`src/design/priority_ready_queue_top_assert.svh`:
```
// ----------------------------------------------------------------------------
// priority ready queue assertion macros
// shared assertion forms, all sampled on the rising edge of clock
// ----------------------------------------------------------------------------
`ifndef PRIORITY_READY_QUEUE_TOP_ASSERT_SVH
`define PRIORITY_READY_QUEUE_TOP_ASSERT_SVH

// property checked outside of reset
`define PRQ_ASSERT(label, prop, msg) \
   label: assert property (@(posedge clock) disable iff (reset) (prop)) else $error(msg);

// property checked on every edge, reset included
`define PRQ_ASSERT_ALWAYS(label, prop, msg) \
   label: assert property (@(posedge clock) (prop)) else $error(msg);

`endif

```
`src/design/prq_pkg.sv`:
```
// ----------------------------------------------------------------------------
// prq_pkg
// types, codes and sizes shared by the ready queue cells and top level
// ----------------------------------------------------------------------------
package prq_pkg;

   localparam int QUEUE_DEPTH = 16;
   localparam int ID_W        = 8;
   localparam int PRIO_W      = 6;
   localparam int PRIO_LEVELS = 64;
   localparam int COUNT_W     = $clog2(QUEUE_DEPTH + 1);
   localparam int ACTION_W    = 2;
   localparam int STATUS_W    = 2;

   // request actions
   localparam logic [ACTION_W-1:0] ACT_INSERT_AFTER  = 2'd0;
   localparam logic [ACTION_W-1:0] ACT_INSERT_BEFORE = 2'd1;
   localparam logic [ACTION_W-1:0] ACT_POP           = 2'd2;
   localparam logic [ACTION_W-1:0] ACT_CHANGE_PRIO   = 2'd3;

   // response status codes
   localparam logic [STATUS_W-1:0] ST_OK       = 2'd0;
   localparam logic [STATUS_W-1:0] ST_FULL     = 2'd1;
   localparam logic [STATUS_W-1:0] ST_EMPTY    = 2'd2;
   localparam logic [STATUS_W-1:0] ST_NOTFOUND = 2'd3;

   typedef enum logic [1:0] {
      CELL_HOLD,
      CELL_INSERT,
      CELL_POP,
      CELL_REMOVE
   } cell_op_type;

   // one slot of the queue
   typedef struct packed {
      logic              valid;
      logic [ID_W-1:0]   id;
      logic [PRIO_W-1:0] pri;
   } entry_type;

   // command broadcast to every cell
   typedef struct packed {
      cell_op_type       op;
      logic              front;
      logic [ID_W-1:0]   id;
      logic [PRIO_W-1:0] pri;
   } cell_cmd_type;

   localparam entry_type ENTRY_NONE = '{valid: 1'b0, id: '0, pri: '0};

endpackage

```
`src/design/prq_cell.sv`:
```
// ----------------------------------------------------------------------------
// prq_cell
// one slot of the sorted queue; keeps, shifts or takes a new entry
// ----------------------------------------------------------------------------
module prq_cell (
   input  logic                 clock,
   input  logic                 reset,
   input  prq_pkg::cell_cmd_type cmd,
   input  prq_pkg::entry_type   left_entry,
   input  logic                 left_ahead,
   input  prq_pkg::entry_type   right_entry,
   input  logic                 found_in,
   output prq_pkg::entry_type   entry,
   output logic                 ahead,
   output logic                 found_out
);
   import prq_pkg::*;

   logic              valid_ff;
   logic              valid_in;
   logic [ID_W-1:0]   id_ff;
   logic [ID_W-1:0]   id_in;
   logic [PRIO_W-1:0] pri_ff;
   logic [PRIO_W-1:0] pri_in;
   entry_type         next_entry;

   assign entry = '{valid: valid_ff, id: id_ff, pri: pri_ff};

   // entry stays in front of the new item
   assign ahead = valid_ff && (cmd.front ? (pri_ff > cmd.pri) : (pri_ff >= cmd.pri));

   // frontmost match seen at or before this slot
   assign found_out = found_in || (valid_ff && (id_ff == cmd.id));

   always_comb begin
      next_entry = entry;
      case (cmd.op)
         CELL_INSERT: begin
            if (!ahead) begin
               if (left_ahead) begin
                  next_entry = '{valid: 1'b1, id: cmd.id, pri: cmd.pri};
               end else begin
                  next_entry = left_entry;
               end
            end
         end
         CELL_POP: begin
            next_entry = right_entry;
         end
         CELL_REMOVE: begin
            if (found_out) begin
               next_entry = right_entry;
            end
         end
         default: begin
            next_entry = entry;
         end
      endcase
   end

   assign valid_in = next_entry.valid;
   assign id_in    = next_entry.id;
   assign pri_in   = next_entry.pri;

   always_ff @(posedge clock) begin
      if (reset) begin
         valid_ff <= 1'b0;
      end else begin
         valid_ff <= valid_in;
      end
   end

   always_ff @(posedge clock) begin
      id_ff  <= id_in;
      pri_ff <= pri_in;
   end

endmodule

```
`src/design/priority_ready_queue_top.sv`:
```
// ----------------------------------------------------------------------------
// priority_ready_queue_top
// scheduler ready queue of task ids kept sorted by priority in a cell chain
// ----------------------------------------------------------------------------
// usage
//   req channel carries one item: action, task id and priority
//   rsp channel returns one item per request: id, status and occupancy
//   csr_write_en loads the id that a pop on an empty queue returns
// timing
//   insert and pop finish in the accept cycle, the result shows in the cycle after
//   change priority makes a remove pass through the chain, then a reinsert
//     pass behind equal priorities; the result is registered in the reinsert pass
//   insert and pop run at one item per cycle while req_stall is low; change
//     priority closes intake during its reinsert pass, set by the single update the cell chain makes per cycle
// reset
//   synchronous, active high; empties the queue and clears idle id to zero
// backpressure
//   one result register sits on rsp; while it holds an item and rsp_stall is
//   high, or during a reinsert pass, req_stall is raised and no new item is taken
// ----------------------------------------------------------------------------
module priority_ready_queue_top (
   input  logic                          clock,
   input  logic                          reset,
   // request channel
   input  logic                          req_valid,
   output logic                          req_stall,
   input  logic [prq_pkg::ACTION_W-1:0]  req_action,
   input  logic [prq_pkg::ID_W-1:0]      req_task_id,
   input  logic [prq_pkg::PRIO_W-1:0]    req_priority_req,
   // response channel
   output logic                          rsp_valid,
   input  logic                          rsp_stall,
   output logic [prq_pkg::ID_W-1:0]      rsp_result_id,
   output logic [prq_pkg::STATUS_W-1:0]  rsp_status,
   output logic [prq_pkg::COUNT_W-1:0]   rsp_occupancy,
   // configuration
   input  logic                          csr_write_en,
   input  logic [prq_pkg::ID_W-1:0]      csr_write_data
);
   import prq_pkg::*;

`include "priority_ready_queue_top_assert.svh"

   typedef enum logic {
      ST_IDLE,
      ST_REINSERT
   } state_type;

   state_type             state_ff;
   state_type             state_in;
   logic [COUNT_W-1:0]    count_ff;
   logic [COUNT_W-1:0]    count_in;
   logic [ID_W-1:0]       idle_id_ff;
   logic [ID_W-1:0]       idle_id_in;
   logic [ID_W-1:0]       hold_id_ff;
   logic [ID_W-1:0]       hold_id_in;
   logic [PRIO_W-1:0]     hold_pri_ff;
   logic [PRIO_W-1:0]     hold_pri_in;
   logic                  rsp_valid_ff;
   logic                  rsp_valid_in;
   logic [ID_W-1:0]       rsp_id_ff;
   logic [ID_W-1:0]       rsp_id_in;
   logic [STATUS_W-1:0]   rsp_status_ff;
   logic [STATUS_W-1:0]   rsp_status_in;
   logic [COUNT_W-1:0]    rsp_occ_ff;
   logic [COUNT_W-1:0]    rsp_occ_in;

   logic                  accept;
   logic                  rsp_load;
   logic                  queue_full;
   logic                  queue_empty;
   logic                  id_found;
   logic [PRIO_W-1:0]     pri_sat;
   cell_cmd_type          cmd;

   // chain wiring
   entry_type             cell_entry [QUEUE_DEPTH];
   entry_type             left_entry [QUEUE_DEPTH];
   entry_type             right_entry[QUEUE_DEPTH];
   logic [QUEUE_DEPTH-1:0] cell_ahead;
   logic [QUEUE_DEPTH-1:0] left_ahead;
   logic [QUEUE_DEPTH-1:0] found_in;
   logic [QUEUE_DEPTH-1:0] found_out;
   logic [QUEUE_DEPTH-1:0] valid_vec;

   // intake closes while reinserting or while a result waits on a stalled rsp
   assign req_stall = (state_ff == ST_REINSERT) || (rsp_valid_ff && rsp_stall);
   assign accept    = req_valid && !req_stall;

   assign queue_full  = (count_ff == COUNT_W'(QUEUE_DEPTH));
   assign queue_empty = (count_ff == '0);
   assign id_found    = found_out[QUEUE_DEPTH-1];

   // priorities past the top level clamp to the top level
   assign pri_sat = (req_priority_req > PRIO_W'(PRIO_LEVELS - 1)) ?
                    PRIO_W'(PRIO_LEVELS - 1) : req_priority_req;

   // ---------------------------------------------------------------------
   // cell chain: slot 0 is the front of the queue
   // ---------------------------------------------------------------------
   for (genvar i = 0; i < QUEUE_DEPTH; i++) begin : g_cell
      if (i == 0) begin : g_head
         assign left_entry[i] = ENTRY_NONE;
         assign left_ahead[i] = 1'b1;
         assign found_in[i]   = 1'b0;
      end else begin : g_body
         assign left_entry[i] = cell_entry[i-1];
         assign left_ahead[i] = cell_ahead[i-1];
         assign found_in[i]   = found_out[i-1];
      end

      if (i == QUEUE_DEPTH - 1) begin : g_tail
         assign right_entry[i] = ENTRY_NONE;
      end else begin : g_inner
         assign right_entry[i] = cell_entry[i+1];
      end

      prq_cell u_cell (
         .clock       (clock),
         .reset       (reset),
         .cmd         (cmd),
         .left_entry  (left_entry[i]),
         .left_ahead  (left_ahead[i]),
         .right_entry (right_entry[i]),
         .found_in    (found_in[i]),
         .entry       (cell_entry[i]),
         .ahead       (cell_ahead[i]),
         .found_out   (found_out[i])
      );

      assign valid_vec[i] = cell_entry[i].valid;
   end

   // ---------------------------------------------------------------------
   // command to the chain and next control state
   // ---------------------------------------------------------------------
   always_comb begin
      cmd           = '{op: CELL_HOLD, front: 1'b0, id: req_task_id, pri: pri_sat};
      state_in      = state_ff;
      count_in      = count_ff;
      hold_id_in    = hold_id_ff;
      hold_pri_in   = hold_pri_ff;
      rsp_load      = 1'b0;
      rsp_id_in     = rsp_id_ff;
      rsp_status_in = rsp_status_ff;
      rsp_occ_in    = rsp_occ_ff;
      idle_id_in    = csr_write_en ? csr_write_data : idle_id_ff;

      if (state_ff == ST_REINSERT) begin
         // second pass of change priority: back in behind its equals
         cmd           = '{op: CELL_INSERT, front: 1'b0, id: hold_id_ff, pri: hold_pri_ff};
         count_in      = count_ff + COUNT_W'(1);
         state_in      = ST_IDLE;
         rsp_load      = 1'b1;
         rsp_id_in     = hold_id_ff;
         rsp_status_in = ST_OK;
         rsp_occ_in    = count_ff + COUNT_W'(1);
      end else if (accept) begin
         rsp_id_in     = req_task_id;
         rsp_status_in = ST_OK;
         rsp_occ_in    = count_ff;
         case (req_action)
            ACT_INSERT_AFTER, ACT_INSERT_BEFORE: begin
               rsp_load = 1'b1;
               if (queue_full) begin
                  rsp_status_in = ST_FULL;
               end else begin
                  cmd.op     = CELL_INSERT;
                  cmd.front  = (req_action == ACT_INSERT_BEFORE);
                  count_in   = count_ff + COUNT_W'(1);
                  rsp_occ_in = count_ff + COUNT_W'(1);
               end
            end
            ACT_POP: begin
               rsp_load = 1'b1;
               if (queue_empty) begin
                  rsp_id_in     = idle_id_ff;
                  rsp_status_in = ST_EMPTY;
               end else begin
                  cmd.op     = CELL_POP;
                  rsp_id_in  = cell_entry[0].id;
                  count_in   = count_ff - COUNT_W'(1);
                  rsp_occ_in = count_ff - COUNT_W'(1);
               end
            end
            ACT_CHANGE_PRIO: begin
               // first pass: drop the frontmost entry with this id
               cmd.op = CELL_REMOVE;
               if (id_found) begin
                  count_in    = count_ff - COUNT_W'(1);
                  hold_id_in  = req_task_id;
                  hold_pri_in = pri_sat;
                  state_in    = ST_REINSERT;
               end else begin
                  rsp_load      = 1'b1;
                  rsp_status_in = ST_NOTFOUND;
               end
            end
            default: begin
               rsp_load = 1'b0;
            end
         endcase
      end

      // result register: load wins, otherwise drain when taken
      if (rsp_load) begin
         rsp_valid_in = 1'b1;
      end else if (!rsp_stall) begin
         rsp_valid_in = 1'b0;
      end else begin
         rsp_valid_in = rsp_valid_ff;
      end
   end

   always_ff @(posedge clock) begin
      if (reset) begin
         state_ff     <= ST_IDLE;
         count_ff     <= '0;
         idle_id_ff   <= '0;
         rsp_valid_ff <= 1'b0;
      end else begin
         state_ff     <= state_in;
         count_ff     <= count_in;
         idle_id_ff   <= idle_id_in;
         rsp_valid_ff <= rsp_valid_in;
      end
      hold_id_ff    <= hold_id_in;
      hold_pri_ff   <= hold_pri_in;
      rsp_id_ff     <= rsp_id_in;
      rsp_status_ff <= rsp_status_in;
      rsp_occ_ff    <= rsp_occ_in;
   end

   assign rsp_valid     = rsp_valid_ff;
   assign rsp_result_id = rsp_id_ff;
   assign rsp_status    = rsp_status_ff;
   assign rsp_occupancy = rsp_occ_ff;

   // ---------------------------------------------------------------------
   // checks
   // ---------------------------------------------------------------------
   // occupied slots are exactly as many as the fill count
   `PRQ_ASSERT_ALWAYS(a_count_matches_cells, reset || ($countones(valid_vec) == count_ff), "fill count disagrees with valid cells")
   // the reinsert pass always starts with the result register free
   `PRQ_ASSERT(a_reinsert_rsp_free, (state_ff == ST_REINSERT) |-> !rsp_valid_ff, "result register busy at reinsert")
   // a refused insert only ever reports a full queue
   `PRQ_ASSERT(a_full_status_depth, (rsp_valid_ff && (rsp_status_ff == ST_FULL)) |-> (rsp_occ_ff == COUNT_W'(QUEUE_DEPTH)), "full status with room left")
   // a reinsert never runs out of room, the remove pass freed a slot
   `PRQ_ASSERT(a_reinsert_not_full, (state_ff == ST_REINSERT) |-> !queue_full, "reinsert into full queue")

endmodule

```
`config.mk`:
```
export PLATFORM = sky130hd
export DESIGN_NAME = priority_ready_queue_top
export DESIGN_NICKNAME = d
export VERILOG_FILES = /design/src/design/prq_pkg.sv /design/src/design/prq_cell.sv /design/src/design/priority_ready_queue_top.sv
export VERILOG_INCLUDE_DIRS = /design/src /design/src/design
export SDC_FILE = /design/constraint.sdc
export NUM_CORES = 1
export LEC_CHECK = 0
export BUFFER_PORTS_ARGS = -buffer_cell sky130_fd_sc_hd__buf_2
export CORE_ASPECT_RATIO = 1.1
export CORE_MARGIN = 2
export CORE_UTILIZATION = 45
export DETAILED_ROUTE_END_ITERATION = 10
export PLACE_DENSITY = 0.69
export SETUP_SLACK_MARGIN = 0.3
export SYNTH_ARGS = -nofsm -noshare
export SYNTH_HDL_FRONTEND = slang
export SYNTH_SLANG_ARGS = --single-unit
```
`constraint.sdc`:
```
create_clock -name clock -period 5.82 [get_ports clock]
set_input_delay 0.291 -clock clock [delete_from_list [all_inputs] [get_ports clock]]
set_output_delay 0.291 -clock clock [all_outputs]
set_load 0.05 [all_outputs]
```
==> results of run 1 <==
state kept, by name (all words and copies together) (netlist names), 2 cells and up:
signal / count
count_ff: 5
g_cell.u_cell.id_ff: 128
g_cell.u_cell.pri_ff: 96
g_cell.u_cell.valid_ff: 16
hold_id_ff: 8
hold_pri_ff: 6
idle_id_ff: 8
rsp_occupancy: 5
rsp_result_id: 8
rsp_status: 2
how the worst max path moves through the flow:
| stage | start | endpoint |
|---|---|---|
| after floorplan | state_ff | g_cell[2].u_cell.id_ff[0] |
| after global placement | state_ff | hold_pri_ff[1] |
| after detailed placement | state_ff | hold_pri_ff[1] |
| after CTS | state_ff | hold_pri_ff[2] |
| after global routing | state_ff | hold_pri_ff[1] |
| final | state_ff | hold_pri_ff[1] |
area by class of cell:
class	instances	area, um2	area share [%]
Multi-Input combinational cell	1553	9660	46.6
Sequential cell	284	8200	39.6
Timing Repair Buffer	119	846	4.08
Clock buffer	32	790	3.81
Tap cell	520	651	3.14
Clock inverter	24	374	1.81
Inverter	53	199	0.960
power by group:
group	total [mW]	internal, mW	switching (mW)
Sequential	2.96	2.65	0.308
Clock	2.27	1.39	0.880
Combinational	1.57	0.608	0.967
cell families after synthesis:
logic type               synth area share [%]
adder cells (fa/ha/maj)                  6.61
AND/OR/NAND/NOR                          14.9
buffers and inverters                    4.59
AO/OA/AOI/OAI                            19.1
XOR/XNOR                                 6.13
flip-flops                               44.2
multiplexers                             4.55
layer usage:
metal  vias up  routed length, um
li1       7381                  -
met1      7437              22500
met3       162               3520
met5         -                  0
met4         0               2580
met2       694              25500
what timing repair did:
action                                  4_1_cts  5_1_grt
setup buffers                                 0        0
hold endpoints to repair                     21        0
hold buffers                                 21        0
endpoints found under the setup margin        0        0
cells in the final DEF (no fill, tap or decap), drive strengths merged, types with 19 or more instances in the layout:
master       count
nand2          380
o21ai          355
edfxtp         251
xnor2          114
ha              98
buf             98
a21oi           97
nor2            97
mux2i           68
inv             54
nand3           34
dfxtp           33
clkbuf          32
a21o            27
nor3            23
dlygate4sd3     21
nor4            19
critical path, stage by stage, from the launching register on:
cell	delay, ns
sky130_fd_sc_hd__dfxtp_2	0.88
sky130_fd_sc_hd__mux2i_4	0.69
sky130_fd_sc_hd__xnor2_1	0.16
sky130_fd_sc_hd__or4_1	0.53
sky130_fd_sc_hd__a2111oi_1	0.44
sky130_fd_sc_hd__a311oi_1	0.16
sky130_fd_sc_hd__nand4_1	0.25
sky130_fd_sc_hd__nor3_1	0.15
sky130_fd_sc_hd__nor2_1	1.01
==> qor.yml, run 1 <==
status: "complete, no violations"
synthCells: 2045
post-route-min-period_ns: 4.68
synth_nets: 2172
die-area_mm2: 0.0429
drt_drc_violations_left: 0
design.core.area_mm2: 0.0410
irDropWorstVdd_mv: 0.253
startpoint_type: "register"
vias: 15700
fp.dieW_um: 198
clkLatencyLatePin_ns: 0.58
maxCapViolCount: 0
wl_per_cell_um: 20.9
finClkSkew_ns: 0.0145
yosysSeqAreaShare_pct: 44.2
wl_um: 54200
timing.critical_path.arrival_ns: 4.86
max-clock-path-buffers: 3
postPlaceCellArea_mm2: 0.0193
final_min_period_over_clock_period_pct: 80.4
cts_num_sinks: 284
initial_utilization_pct: 45.3
whs_ns: 0.0347
final_cell_count_no_fill: 2585
numPortBuffers: 45
clk_transition_reported_paths_ns: 0.07
drive_above_1_share_pct: 9.59
grt_max_degree: 146
synth.distinct_cells: 70
achievable-frequency_mhz: 214
timing.critical_path.to_type: "register"
req_time_crit_path_ns: 6.01
root_buffer: "sky130_fd_sc_hd__clkbuf_16"
post_synthesis_cell_area_mm2: 0.0186
globalRoute.totalOverflow: 0
met3_usage_pct: 2.80
fp.dieH_um: 217
setup.worst_path.class: "reg -> reg"
floorplan.io_pins: 46
synth_largest_area_cell: "sky130_fd_sc_hd__edfxtp_1"
place_inst: 2508
dp.final_hpwl_um: 38800
most_frequently_used_cell_type_in_the_post_synthesis_netlist: "sky130_fd_sc_hd__nand2_1"
gp_congestion: 0.943
synth.ff_latch_count: 284
power_leakage_nw: 7.51
async_reset_ff_share_pct: 0
antenna-diode-count: 0
final_core_utilization_pct: 50.5
finalWorstSetupSlack_ns: 1.14
ff2ff_setup_slack_ns: 1.14
grt_first_pass_wirelength_um: 85200
holdCritStartpoint: "req_task_id[6]"
rsz0062_at_grt: "false"
final-setup-viol-count: 0
drt.antenna.violating_nets: 0
filler_cell_count: 3635
area_growth_syn_to_layout_pct: 11.6
power-per-cell-area_mw_per_mm2: 328
hold-path-cell-count: 1
rr_endpoint: "hold_pri_ff[1]"
via_per_inst: 6.06
cts.htree.levels: 1
totalPowerFinal_mw: 6.80
synth_common_cells: "380 x sky130_fd_sc_hd__nand2_1, 355 x sky130_fd_sc_hd__o21ai_0, 251 x sky130_fd_sc_hd__edfxtp_1, 122 x sky130_fd_sc_hd__clkbuf_1, 114 x sky130_fd_sc_hd__xnor2_1"
grt_antenna_before_repair: 0
first_iter_violations: 1772
yosys.area.top_type_share_pct: 40.6
top_usage_layer: "met2"
report.final.slew_viol_count: 0
crit_fanout: 27
yosys_warnings: 0
timing.hold.worst_endpoint: "hold_id_ff[6]"
postLayoutCellArea_mm2: 0.0207
avgSynthCellArea_um2: 9.08
synth_top_cells_by_area: "sky130_fd_sc_hd__edfxtp_1 41%, sky130_fd_sc_hd__o21ai_0 9.6%, sky130_fd_sc_hd__nand2_1 7.7%"
nets: 2168
detailedRoute.firstPassIterationCount: 6
tns_ns: 0
least_margin_pin_slew_ns: 1.33
timing.reg2reg.worst_path_depth: 8
cts_made_buffers: 30
slew_headroom_pct: 11.0
global_route.usage.total_pct: 25.1
worst_r2r_startpoint: "state_ff"
tritoncts: "yes"
dpl_worst_slack_ns: 1.19
final_hold_viol_count: 0
grt_pass1_vias: 15300
grtUsageMet1_pct: 32.5
synth_flop_cell: "sky130_fd_sc_hd__edfxtp_1"
worst_hold_path_type: "in -> reg"
synth-edff-count: 251
num_rows: 78
gr-usage-met2_pct: 41.8
post_cts.resized_instances: 0
(Power assumes the default switching activity.)
==> inputs of run 2 (changes only) <==
--- a/config.mk
+++ b/config.mk
@@ -11,7 +11,7 @@
 export CORE_MARGIN = 2
 export CORE_UTILIZATION = 45
 export DETAILED_ROUTE_END_ITERATION = 10
-export PLACE_DENSITY = 0.69
+export PLACE_DENSITY = 0.67
 export SETUP_SLACK_MARGIN = 0.3
 export SYNTH_ARGS = -nofsm -noshare
 export SYNTH_HDL_FRONTEND = slang
==> constraint.sdc (replaced) <==
create_clock -name clock -period 4.8 [get_ports clock]
set_input_delay 0.24 -clock clock [delete_from_list [all_inputs] [get_ports clock]]
set_output_delay 0.24 -clock clock [all_outputs]
set_load 0.05 [all_outputs]
==> qor.yml, run 2 (same netlist as run 1, synthesis figures left out) <==
crit_path_top_delay_cell: "sky130_fd_sc_hd__and3_1"  # was sky130_fd_sc_hd__nor2_1
critical_path.max_stage_delay_ns: 0.80  # was 1.01 ns
wl_per_cell_um: 21.0  # was 20.9 um
rsz0062_at_grt: "false"  # unchanged
count_of_buffering_cells_on_the_critical_path_with_inverters_included: 1  # was 0
finClkSkew_ns: 0.0117  # was 0.0145 ns
grt_antenna_before_repair: 0  # unchanged
first_iter_violations: 1528  # was 1772
final_hold_viol_count: 0  # unchanged
slew_headroom_pct: 31.1  # was 11.0%
least_margin_pin_slew_ns: 1.03  # was 1.33 ns
layout_common_cells: "380 x sky130_fd_sc_hd__nand2_1, 354 x sky130_fd_sc_hd__o21ai_0, 251 x sky130_fd_sc_hd__edfxtp_1, 114 x sky130_fd_sc_hd__xnor2_1, 98 x sky130_fd_sc_hd__ha_1"  # unchanged
worst_hold_path_type: "in -> reg"  # unchanged
hold-path-cell-count: 3  # was 1
final_min_period_over_clock_period_pct: 84.6  # was 80.4%
vias: 15800  # was 15700
timing.critical_path.arrival_ns: 4.27  # was 4.86 ns
max-clock-path-buffers: 3  # unchanged
irDropWorstVdd_mv: 0.294  # was 0.253 mV
gp_congestion: 0.902  # was 0.943
fp.dieH_um: 217  # unchanged
report.final.slew_viol_count: 0  # unchanged
initial_utilization_pct: 45.3  # unchanged
antenna-diode-count: 0  # unchanged
nets: 2182  # was 2168
ff2ff_setup_slack_ns: 0.74  # was 1.14 ns
final_common_cell: "sky130_fd_sc_hd__nand2_1"  # unchanged
power-per-cell-area_mw_per_mm2: 387  # was 328 mW/mm2
global_route.usage.total_pct: 25.4  # was 25.1%
floorplan.io_pins: 46  # unchanged
cts_num_sinks: 284  # unchanged
num_rows: 78  # unchanged
design.core.area_mm2: 0.0410  # unchanged
crit_fanout: 16  # was 27
path_cells: "inv_1 -> ha_1 -> nor3b_1 -> a21oi_1 -> and3_1 -> a41oi_1 -> o31ai_4 -> nand2_1 -> a21boi_2"  # was mux2i_4 -> xnor2_1 -> or4_1 -> a2111oi_1 -> a311oi_1 -> nand4_1 -> nor3_1 -> nor2_1
filler_cell_count: 3735  # was 3635
wl_um: 54700  # was 54200 um
timing.reg2reg.worst_path_depth: 9  # was 8
detailedRoute.firstPassIterationCount: 7  # was 6
post-route-min-period_ns: 4.06  # was 4.68 ns
clk_transition_reported_paths_ns: 0.07  # about the same
final_core_utilization_pct: 50.6  # was 50.5%
grt_first_pass_wirelength_um: 86400  # was 85200 um
final-setup-viol-count: 0  # unchanged
clkLatencyLatePin_ns: 0.59  # was 0.58 ns
cp-startpoint: "count_ff[1]"  # was state_ff
cts.htree.levels: 1  # unchanged
finalWorstSetupSlack_ns: 0.741  # was 1.14 ns
req_time_crit_path_ns: 5.01  # was 6.01 ns
holdCritStartpoint: "req_action[0]"  # was req_task_id[6]
tritoncts: "yes"  # unchanged
post_cts.repair.setup_buffers: 0  # unchanged
dp.final_hpwl_um: 39000  # was 38800 um
drt_drc_violations_left: 0  # unchanged
numPortBuffers: 45  # unchanged
registers_with_the_most_flip_flops: "g_cell.u_cell.id_ff: 128 flops, g_cell.u_cell.pri_ff: 96 flops, g_cell.u_cell.valid_ff: 16 flops"  # unchanged
fp.dieW_um: 198  # unchanged
cp_top_family: "compound AO/OA/AOI/OAI gates"  # was simple AND/OR/NAND/NOR gates
grt_max_degree: 76  # was 146
grt_pass1_vias: 15600  # was 15300
root_buffer: "sky130_fd_sc_hd__clkbuf_16"  # unchanged
drt.antenna.violating_nets: 0  # unchanged
die-area_mm2: 0.0429  # unchanged
maxCapViolCount: 0  # unchanged
power_leakage_nw: 7.52  # was 7.51 nW
via_per_inst: 6.06  # about the same
cts_made_buffers: 31  # was 30
globalRoute.totalOverflow: 0  # unchanged
tns_ns: 0  # unchanged
dpl_worst_slack_ns: 0.767  # was 1.19 ns
timing.critical_path.to_type: "register"  # unchanged
area_growth_syn_to_layout_pct: 11.7  # was 11.6%
regMostFlops: "g_cell.u_cell.id_ff"  # unchanged
status: "complete, no violations"  # unchanged
achievable-frequency_mhz: 246  # was 214 MHz
worst_r2r_startpoint: "count_ff[1]"  # was state_ff
path_depth: 9  # was 8
worst_setup_path_endpoint: "g_cell[3].u_cell.pri_ff[2]"  # was hold_pri_ff[1]
rr_endpoint: "g_cell[3].u_cell.pri_ff[2]"  # was hold_pri_ff[1]
startpoint_type: "register"  # unchanged
drive_above_1_share_pct: 10.2  # was 9.59%
setup.worst_path.class: "reg -> reg"  # unchanged
number_of_flip_flops_under_the_largest_register_name: 128  # unchanged
[run 2: per-layer routing]
layer / track usage, % / share of wire, % / up-vias / wire [um]
met5: 0 / 0 / - / 0
met4: 10.1 / 3.6 / 0 / 2000
met3: 3.19 / 6.7 / 127 / 3690
met2: 42.3 / 47 / 643 / 25600
met1: 33.6 / 43 / 7570 / 23400
li1: - / - / 7423 / -
[run 2: timing repair]
action,in CTS,in global routing
hold endpoints to repair,23,0
hold buffers,24,0
resized for setup,0,0
[run 2: worst register-to-register path, stage by stage, from the launching register on]
cell and delay, ns:
sky130_fd_sc_hd__dfxtp_1 0.50, sky130_fd_sc_hd__inv_1 0.13, sky130_fd_sc_hd__ha_1 0.24, sky130_fd_sc_hd__nor3b_1 0.21, sky130_fd_sc_hd__a21oi_1 0.33, sky130_fd_sc_hd__and3_1 0.80, sky130_fd_sc_hd__a41oi_1 0.31, sky130_fd_sc_hd__o31ai_4 0.31
sky130_fd_sc_hd__nand2_1 0.16, sky130_fd_sc_hd__a21boi_2 0.69
[run 2: worst min-delay path by stage]
stage                           endpoint  slack [ns]
after floorplan            hold_id_ff[0]        0.34
after global placement    hold_pri_ff[1]        0.43
after detailed placement  hold_pri_ff[0]        0.44
after CTS                  idle_id_ff[4]        0.06
after global routing       idle_id_ff[1]        0.09
final                      rsp_status[1]        0.08
[run 2: through the flow]
step | total power, mW | hold WS (ns) | instances | instance area, um2
after floorplan | 4.87 | 0.339 | 2045 | 18600
final | 8.02 | 0.0827 | 2600 | 20700
after CTS | 8.02 | 0.0613 | 2600 | 20700
after global routing | 8.39 | 0.0908 | 2600 | 20700
after global placement | 5.47 | 0.432 | 2518 | 19400
after detailed placement | 5.53 | 0.437 | 2518 | 19400
[run 2: cell type report]
type	count	area, um2	area share [%]
well taps	520	651	3.14
repair buffers	132	963	4.65
clock buffers	37	838	4.04
inverters	53	199	0.959
clock inverters	21	208	1.00
multi-input cells	1553	9680	46.7
flip-flops and latches	284	8200	39.5
[run 2: power by group]
group | total (mW) | switching [mW] | internal, mW
registers | 3.59 | 0.370 | 3.22
logic | 1.95 | 1.20 | 0.748
clock network | 2.48 | 1.07 | 1.41
